$ cat src/hdl/bba_pkg.sv
package bba_pkg;

  localparam int NUM_BLOCKS_DEF      = 1024;
  localparam int RESERVED_BLOCKS_DEF = 4;
  localparam int BLOCK_FIELD_W       = 10;

  localparam logic CMD_ALLOC = 1'b0;
  localparam logic CMD_FREE  = 1'b1;

  localparam logic STATUS_OK   = 1'b0;
  localparam logic STATUS_FULL = 1'b1;

  typedef enum logic [1:0] {
    ST_CLEAR,
    ST_IDLE,
    ST_FREE_WB,
    ST_SCAN
  } state_t;

  typedef struct packed {
    logic we;
    logic re;
  } map_ctl_t;

  // lowest set bit of a byte
  function automatic logic [2:0] first_set(input logic [7:0] v);
    logic [2:0] pos;
    pos = 3'd0;
    for (int i = 7; i >= 0; i--) begin
      if (v[i]) begin
        pos = 3'(i);
      end
    end
    return pos;
  endfunction

endpackage

$ cat src/hdl/bba_map_ram.sv
module bba_map_ram
  import bba_pkg::*;
#(
  parameter int DEPTH = 128,
  parameter int AW    = 7
) (
  input  logic          clk,
  input  map_ctl_t      ctl,
  input  logic [AW-1:0] addr,
  input  logic [7:0]    wdata,
  output logic [7:0]    rdata
);

  logic [7:0] mem [DEPTH];

  always_ff @(posedge clk) begin
    if (ctl.we) begin
      mem[addr] <= wdata;
    end
    if (ctl.re) begin
      rdata <= mem[addr];
    end
  end

endmodule

$ cat src/hdl/block_bitmap_allocator_core.sv
// channel   ports                                            handshake
// command   in_command, in_block_index                       start & !busy
// result    out_status, out_allocated_block, out_any_free    out_valid, one cycle
//
// free: busy while the byte is read and written back; an index out of range answers at once.
// allocate: busy while the map bytes are scanned one by one, starting at the lowest
//   byte that may hold a free block; a full map answers at once.
// after reset the map is cleared one byte a cycle, busy high.
// the receiver cannot stall: each result is shown for exactly one cycle.
module block_bitmap_allocator_core
  import bba_pkg::*;
#(
  parameter int NUM_BLOCKS      = NUM_BLOCKS_DEF,
  parameter int RESERVED_BLOCKS = RESERVED_BLOCKS_DEF
) (
  input  logic                     clk,
  input  logic                     rst_n,
  input  logic                     start,
  output logic                     busy,
  input  logic                     in_command,
  input  logic [BLOCK_FIELD_W-1:0] in_block_index,
  output logic                     out_valid,
  output logic                     out_status,
  output logic [BLOCK_FIELD_W-1:0] out_allocated_block,
  output logic                     out_any_free
);

  localparam int MAP_BYTES = (NUM_BLOCKS + 7) / 8;
  localparam int AW        = (MAP_BYTES > 1) ? $clog2(MAP_BYTES) : 1;
  localparam int BW        = AW + 3;
  localparam int CW        = $clog2(NUM_BLOCKS + 1);
  localparam int TAIL      = NUM_BLOCKS % 8;
  localparam logic [7:0] LAST_MASK = (TAIL == 0) ? 8'hFF : 8'((9'd1 << TAIL) - 9'd1);
  localparam logic [7:0] RES_MASK  = 8'((9'd1 << RESERVED_BLOCKS) - 9'd1);
  localparam logic [AW-1:0] LAST_ADDR = AW'(MAP_BYTES - 1);

  state_t state_r, state_nxt;
  logic [AW-1:0] clr_r, clr_nxt;
  logic [AW-1:0] addr_r, addr_nxt;
  logic [2:0]    bit_r, bit_nxt;
  logic [AW-1:0] hint_r, hint_nxt;
  logic [CW-1:0] cnt_r, cnt_nxt;
  logic          out_valid_r, out_valid_nxt;
  logic          out_status_r, out_status_nxt;
  logic [BLOCK_FIELD_W-1:0] out_blk_r, out_blk_nxt;
  logic          out_free_r, out_free_nxt;

  map_ctl_t      ram_ctl;
  logic [AW-1:0] ram_addr;
  logic [7:0]    ram_wdata;
  logic [7:0]    ram_rdata;

  logic [BW+BLOCK_FIELD_W-1:0] idx_ext;
  logic                        idx_ok;
  logic [7:0]                  avail;
  logic [2:0]                  pos;
  logic [7:0]                  set_byte;
  logic [BW+BLOCK_FIELD_W-1:0] blk_ext;
  logic [7:0]                  bit_mask;

  bba_map_ram #(
    .DEPTH(MAP_BYTES),
    .AW   (AW)
  ) u_map (
    .clk  (clk),
    .ctl  (ram_ctl),
    .addr (ram_addr),
    .wdata(ram_wdata),
    .rdata(ram_rdata)
  );

  assign idx_ext  = {{BW{1'b0}}, in_block_index};
  assign idx_ok   = 32'(in_block_index) < 32'(NUM_BLOCKS);
  assign avail    = ~ram_rdata & ((addr_r == LAST_ADDR) ? LAST_MASK : 8'hFF);
  assign pos      = first_set(avail);
  assign set_byte = ram_rdata | (8'd1 << pos);
  assign blk_ext  = {{BLOCK_FIELD_W{1'b0}}, addr_r, pos};
  assign bit_mask = 8'd1 << bit_r;

  always_ff @(posedge clk) begin
    if (!rst_n) begin
      state_r     <= ST_CLEAR;
      clr_r       <= '0;
      hint_r      <= '0;
      cnt_r       <= CW'(NUM_BLOCKS - RESERVED_BLOCKS);
      out_valid_r <= 1'b0;
    end else begin
      state_r     <= state_nxt;
      clr_r       <= clr_nxt;
      hint_r      <= hint_nxt;
      cnt_r       <= cnt_nxt;
      out_valid_r <= out_valid_nxt;
    end
    addr_r       <= addr_nxt;
    bit_r        <= bit_nxt;
    out_status_r <= out_status_nxt;
    out_blk_r    <= out_blk_nxt;
    out_free_r   <= out_free_nxt;
  end

  always_comb begin
    state_nxt      = state_r;
    clr_nxt        = clr_r;
    addr_nxt       = addr_r;
    bit_nxt        = bit_r;
    hint_nxt       = hint_r;
    cnt_nxt        = cnt_r;
    out_valid_nxt  = 1'b0;
    out_status_nxt = out_status_r;
    out_blk_nxt    = out_blk_r;
    out_free_nxt   = out_free_r;
    ram_ctl        = '0;
    ram_addr       = addr_r;
    ram_wdata      = ram_rdata;
    busy           = 1'b1;

    unique case (state_r)
      ST_CLEAR: begin
        ram_ctl.we = 1'b1;
        ram_addr   = clr_r;
        ram_wdata  = (clr_r == '0) ? RES_MASK : 8'h00;
        clr_nxt    = clr_r + AW'(1);
        if (clr_r == LAST_ADDR) begin
          state_nxt = ST_IDLE;
        end
      end

      ST_IDLE: begin
        busy = 1'b0;
        if (start) begin
          if (in_command == CMD_FREE) begin
            if (idx_ok) begin
              addr_nxt   = idx_ext[AW+2:3];
              bit_nxt    = in_block_index[2:0];
              ram_ctl.re = 1'b1;
              ram_addr   = idx_ext[AW+2:3];
              state_nxt  = ST_FREE_WB;
            end else begin
              out_valid_nxt  = 1'b1;
              out_status_nxt = STATUS_OK;
              out_blk_nxt    = '0;
              out_free_nxt   = cnt_r != '0;
            end
          end else if (cnt_r == '0) begin
            out_valid_nxt  = 1'b1;
            out_status_nxt = STATUS_FULL;
            out_blk_nxt    = '0;
            out_free_nxt   = 1'b0;
          end else begin
            addr_nxt   = hint_r;
            ram_ctl.re = 1'b1;
            ram_addr   = hint_r;
            state_nxt  = ST_SCAN;
          end
        end
      end

      ST_FREE_WB: begin
        ram_ctl.we = 1'b1;
        ram_wdata  = ram_rdata & ~bit_mask;
        if ((ram_rdata & bit_mask) != 8'h00) begin
          cnt_nxt = cnt_r + CW'(1);
        end
        if ((addr_r < hint_r) || (cnt_r == '0)) begin
          hint_nxt = addr_r;
        end
        out_valid_nxt  = 1'b1;
        out_status_nxt = STATUS_OK;
        out_blk_nxt    = '0;
        out_free_nxt   = 1'b1;
        state_nxt      = ST_IDLE;
      end

      ST_SCAN: begin
        if (avail != 8'h00) begin
          ram_ctl.we = 1'b1;
          ram_wdata  = set_byte;
          cnt_nxt    = cnt_r - CW'(1);
          if ((set_byte | ~((addr_r == LAST_ADDR) ? LAST_MASK : 8'hFF)) == 8'hFF) begin
            hint_nxt = (addr_r == LAST_ADDR) ? '0 : addr_r + AW'(1);
          end else begin
            hint_nxt = addr_r;
          end
          out_valid_nxt  = 1'b1;
          out_status_nxt = STATUS_OK;
          out_blk_nxt    = blk_ext[BLOCK_FIELD_W-1:0];
          out_free_nxt   = cnt_r != CW'(1);
          state_nxt      = ST_IDLE;
        end else begin
          addr_nxt   = (addr_r == LAST_ADDR) ? '0 : addr_r + AW'(1);
          ram_ctl.re = 1'b1;
          ram_addr   = addr_nxt;
        end
      end

      default: begin
        state_nxt = ST_IDLE;
      end
    endcase
  end

  assign out_valid           = out_valid_r;
  assign out_status          = out_status_r;
  assign out_allocated_block = out_blk_r;
  assign out_any_free        = out_free_r;

endmodule
$ cat config.mk
export PLATFORM = sky130hd
export DESIGN_NAME = block_bitmap_allocator_core
export DESIGN_NICKNAME = d
export VERILOG_FILES = /design/src/hdl/bba_pkg.sv /design/src/hdl/bba_map_ram.sv /design/src/hdl/block_bitmap_allocator_core.sv
export SDC_FILE = /design/constraint.sdc
export NUM_CORES = 1
export LEC_CHECK = 0
export BUFFER_PORTS_ARGS = -buffer_cell sky130_fd_sc_hd__buf_2
export CAP_MARGIN = 20
export CORE_UTILIZATION = 55
export DETAILED_ROUTE_END_ITERATION = 10
export HOLD_SLACK_MARGIN = 0.12
export PLACE_DENSITY = 0.71
export RECOVER_POWER = 50
export SYNTH_ARGS = -nofsm -noshare
export SYNTH_HDL_FRONTEND = slang
export SYNTH_SLANG_ARGS = --single-unit
export TNS_END_PERCENT = 10
$ cat constraint.sdc
create_clock -name clk -period 23.5 [get_ports clk]
set_input_delay 3.525 -clock clk [delete_from_list [all_inputs] [get_ports clk]]
set_output_delay 3.525 -clock clk [all_outputs]
set_load 0.02 [all_outputs]
==> results.yml, run 1 <==
finish:
  fin_area_um2: 48700
  drive_gt1_frac: 0.0730
  synthToLayoutAreaGrowth_pct: 9.28
  fin_nets: 3134
  final_cells: 4253
power:
  power_mw: 4.03
  p_leak_nw: 16.8
  ir_worst_vdd_v: 0.0000687
  powerDensity_nw_per_um2: 82.7
clock_network:
  cts_setup_buffers: 0
  numClockSinks: 1082
  cts_made_buffers: 107
  cts_buffer_depth: 3
  cts_tree: "done"
  clock_latency_ns: 0.69
  htree_levels: 3
  cts.repair.resized: 0
  clkTransAtPathRegs_ns: 0.07
  root_buffer: "clkbuf_16"
  hold_buffers: 0
logic_synthesis:
  synth_area_um2: 44600
  synth_seq_cells: 1082
  synthTopCellsByArea: "edfxtp_1, mux2i_1, nand2_1"
  synth_common_cells: "edfxtp_1, nand2_1, mux2i_1, nand3_1, nor2_1"
  yosys_warnings: 0
  yosysTopAreaCell: "edfxtp_1"
  seq_area_frac_synth: 0.723
  synth_nets: 3170
  syn-mean-instance-area_um2: 14.2
  synth.most_common_cell: "edfxtp_1"
  synthFlopType: "edfxtp_1"
  syn_inst: 3143
  synth_edf_count: 1054
  synth_top_area_share: 0.710
  ys_types: 77
  synthArstFlopShare: 0
routing:
  viasPerCell: 6.49
  first_pass_iters: 8
  drtIter0Drc: 3617
  drc_errors: 0
  ant_nets: 0
  totalWireLength_um: 115000
  via_count: 27602
  wl_per_cell_um: 27.1
critical_path:
  end_kind: "register"
  arrival_ns: 9.94
  worstSetupPathType: "register to register"
  required_ns: 23.32
  worst_setup_path_start_kind: "register"
  critical_path.max_fanout: 90
placement:
  pre_cts_slack_ns: 15.12
  dp_hpwl_um: 68500
  post-place-cells: 4058
  numPortBuffers: 27
  globalplace.congestion: 0.928
  place_area_um2: 45600
grt:
  antenna_found_initial: 5
  grt_pass1_vias: 26375
  track_usage: 0.279
  gr-total-overflow: 0
  grt_max_degree: 205
  grt_first_pass_wirelength_um: 171000
run:
  drv_cap: 19
timing:
  skew_ns: 0.0303
  hold_viol: 0
  worst_pin_slew_ns: 4.55
  min_period_ns: 10.13
  finalWorstSetupSlack_ns: 13.37
  fmax_mhz: 98.7
  fin_tns_setup_ns: 0
  setup_viol: 0
  slew_violations: 1092
  max_slew_margin: -2.03
  finalCritPeriodShare: 0.431
  rsz0062_at_grt: "no"
die:
  core_um2: 80300
  start_util: 0.555
  io_pins: 28
  dieArea_um2: 82200
  num_rows: 104
  dieHeight_um: 287
  die_w_um: 287
hold_path:
  hp-class: "register to register"
run_status:
  status: "finished with violations"
  violations: "max-capacitance violations, max-slew violations"
==> worst max-delay path, stage by stage (launching register included) <==
cell,delay [ns]
dfxtp_1,0.31
clkbuf_1,1.38
clkinv_1,0.79
nor3_1,0.71
a221oi_1,0.12
o21ai_0,1.44
clkbuf_1,1.17
clkbuf_1,3.27
==> per-stage QoR <==
step / util / hold WS [ns]
after floorplan: - / 0.457
after global placement: 0.568 / 0.491
after detailed placement: 0.568 / 0.493
after CTS: 0.608 / 0.503
after global routing: 0.606 / 0.530
final: 0.607 / 0.498
==> placed cells by master, fill, tap and decap left out, drive strengths merged, types with 13 or more instances in the layout <==
cell type	n
ha	13
mux2	17
nand2	459
clkbuf	155
mux2i	293
a211oi	47
inv	27
clkinv	50
and3	39
o211ai	65
a21oi	28
a32oi	79
and4	14
o21ai	67
nor2	173
buf	51
o22ai	35
nand4	39
edfxtp	1054
dfxtp	28
nand3	285
o32a	14
==> final timing paths <==
check	slack (ns)	depth (start not counted)	endpoint	startpoint
worst max-delay path	13.37	7	u_map.mem[93][2]	state_r[0]
worst max register to register	13.37	7	u_map.mem[93][2]	state_r[0]
worst min-delay path	0.50	2	hint_r[1]	hint_r[1]
worst min register to register	0.50	2	hint_r[1]	hint_r[1]
==> layout make-up <==
| type | count | area, um^2 |
|---|---|---|
| sequential | 1082 | 32200 |
| multi-input combinational | 1820 | 11400 |
| timing repair buffer | 71 | 445 |
| clock buffer | 135 | 2780 |
| tap | 1060 | 1330 |
| fill | 5880 | 31600 |
| antenna | 3 | 7.51 |
| clock inverter | 57 | 395 |
| inverter | 25 | 93.8 |
==> sequential cells by signal (all words and copies together), names as in the netlist <==
signal,cells
out_valid,1
hint_r,7
out_allocated_block,10
out_any_free,1
state_r,2
u_map.rdata,8
bit_r,3
out_status,1
addr_r,7
clr_r,7
cnt_r,11
u_map.mem,1024
==> metal layers <==
layer,wire length (um),global-route usage
met5,13,0
met4,3660,0.0991
met3,12200,0.0556
met2,54200,0.435
met1,45200,0.393
==> power breakdown <==
part	total, mW	switching, mW	internal [mW]
clock	1.58	0.707	0.877
combinational	0.290	0.214	0.0762
sequential	2.15	0.00219	2.15
total	4.03	0.923	3.10
==> logic make-up after synthesis <==
kind of cell	share of synthesized area
AO/OA/AOI/OAI	0.0671
buffers and inverters	0.0233
flip-flops	0.723
AND/OR/NAND/NOR	0.109
multiplexers	0.0711
XOR/XNOR	0.00295
adder cells (fa/ha/maj)	0.00387
(Power assumes the default switching activity.)
==> run 2, diff against run 1 <==
--- a/config.mk
+++ b/config.mk
@@ -10,7 +10,7 @@
 export CORE_UTILIZATION = 55
 export DETAILED_ROUTE_END_ITERATION = 10
 export HOLD_SLACK_MARGIN = 0.12
-export PLACE_DENSITY = 0.71
+export PLACE_DENSITY = 0.73
 export RECOVER_POWER = 50
 export SYNTH_ARGS = -nofsm -noshare
 export SYNTH_HDL_FRONTEND = slang
==> constraint.sdc (replaced) <==
create_clock -name clk -period 9.25 [get_ports clk]
set_input_delay 1.3875 -clock clk [delete_from_list [all_inputs] [get_ports clk]]
set_output_delay 1.3875 -clock clk [all_outputs]
set_load 0.02 [all_outputs]
==> run 2 against run 1 <==
Effect of this change:
- the flow finishes with violations (design-rule violations, max-capacitance violations, max-slew violations)
- clock-buffer cell count fell by 4
- design area rose by 0.46%
- largest cell class unchanged
- largest power group unchanged
- combinational power rose to 2.6 times the previous value
- fmax rose by 43%
- die area did not move
- routed wire length fell by 1.3%
- sequential cell count did not move
- first-iteration DRC count rose by 4.1%
==> results.yml, run 2 (synthesis gave the netlist of run 1 again) <==
timing:
  rsz0062_at_grt: "no"
  finalWorstSetupSlack_ns: 2.17
  min_period_ns: 7.08
  worst_pin_slew_ns: 4.01
  whs_ns: 0.517
  finalCritPeriodShare: 0.765
  setup_viol: 0
  hold_viol: 0
  skew_ns: 0.0337
  slew_violations: 815
  max_slew_margin: -1.68
  fmax_mhz: 141
  fin_tns_setup_ns: 0
clock_network:
  clkTransAtPathRegs_ns: 0.07
  clock_latency_ns: 0.69
  hold_buffers: 0
  numClockSinks: 1082
  htree_levels: 3
  cts_made_buffers: 107
  root_buffer: "clkbuf_16"
  cts.repair.resized: 0
  cts_buffer_depth: 3
  cts_tree: "done"
  cts_setup_buffers: 0
routing:
  via_count: 27795
  wl_per_cell_um: 26.7
  drc_errors: 2
  viasPerCell: 6.53
  ant_nets: 0
  first_pass_iters: 9
  totalWireLength_um: 114000
  drtIter0Drc: 3766
die:
  start_util: 0.555
  io_pins: 28
  core_um2: 80300
  die_w_um: 287
  dieHeight_um: 287
  num_rows: 104
  dieArea_um2: 82200
power:
  clock_power_share: 0.404
  ir_worst_vdd_v: 0.000150
  p_sw_frac: 0.226
  p_int_mw: 8.09
  switchingPower_mw: 2.36
  comb_power_share: 0.073
  powerDensity_nw_per_um2: 214
  power_mw: 10.5
  p_leak_nw: 16.9
  seqPwrFrac: 0.523
grt:
  antenna_found_initial: 2
  grt_max_degree: 186
  gr-total-overflow: 0
  track_usage: 0.275
  grt_first_pass_wirelength_um: 169000
  grt_pass1_vias: 26404
placement:
  pre_cts_slack_ns: 3.18
  numPortBuffers: 27
  dp_hpwl_um: 66500
  globalplace.congestion: 0.920
hold_path:
  worstHoldStart: "clr_r[6]"
  hp-class: "register to register"
finish:
  max_flop_register: "u_map.mem"
  fin_nets: 3138
  synthToLayoutAreaGrowth_pct: 9.79
  layout_commonest_cell: "edfxtp_1"
  layout_common_cells: "edfxtp_1, nand2_1, mux2i_1"
  final_util: 0.609
  largest_reg_flops: 1024
  drive_gt1_frac: 0.0720
run_status:
  status: "finished with violations"
  violations: "design-rule violations, max-capacitance violations, max-slew violations"
critical_path:
  worst_setup_path_start_kind: "register"
  end_kind: "register"
  arrival_ns: 6.99
  worst_r2r_startpoint: "state_r[0]"
  critical_path.max_fanout: 67
  worstSetupPathType: "register to register"
  r2r_slack_ns: 2.17
  required_ns: 9.17
  worstSetupStartpoint: "state_r[0]"
run:
  drv_cap: 14
-- run 2: changes by cell type in the layout (fill, tap and decap cells not counted), sizes merged --
| cell | delta |
|---|---|
| diode | -2 |
| bufinv | +6 |
| clkbuf | +9 |
| buf | -9 |
| inv | -1 |
| clkinv | -2 |
-- run 2: worst max-delay path, stage by stage (launching register included) --
cell and delay, ns:
dfxtp_1 0.62, clkbuf_1 1.15, clkinv_1 0.71, nor3_1 0.66
a221oi_1 0.19, o21ai_4 0.24, clkbuf_1 2.67
-- run 2: through the flow --
stage,cells,instance area [um^2]
after floorplan,3143,44600
after global placement,4061,45600
after detailed placement,4061,45600
after CTS,4252,49000
after global routing,4253,48900
final,4254,48900
-- run 2: path summary, 6_finish.rpt --
path / end / cells after the start
hold / removal: state_r[0] / 2
setup / recovery: u_map.mem[4][2] / 6
setup reg to reg: u_map.mem[4][2] / 6
hold reg to reg: state_r[0] / 2
-- run 2: layout make-up --
cell class                      instances  area, um^2
Fill cell                            5814       31400
Clock inverter                         60         567
Antenna cell                            1        2.50
Multi-Input combinational cell       1820       11400
Tap cell                             1060        1330
Timing Repair Buffer                   75         482
Clock buffer                          131        2810
Inverter                               25        93.8
Sequential cell                      1082       32200
-- run 2: power groups by stage --
stage / registers (mW) / clock network [mW] / logic, mW
2_1_floorplan: 5.58 / 0 / 0.465
3_3_place_gp: 5.55 / 0 / 0.730
3_5_place_dp: 5.55 / 0 / 0.744
4_1_cts: 5.45 / 4.25 / 0.746
5_1_grt: 5.47 / 4.43 / 0.796
6_report: 5.47 / 4.22 / 0.760
-- run 2: layer usage --
layer,part of all wire,global-route usage
met1,0.39,0.393
met2,0.47,0.429
met3,0.10,0.0483
met4,0.034,0.0960
met5,0.00011,0
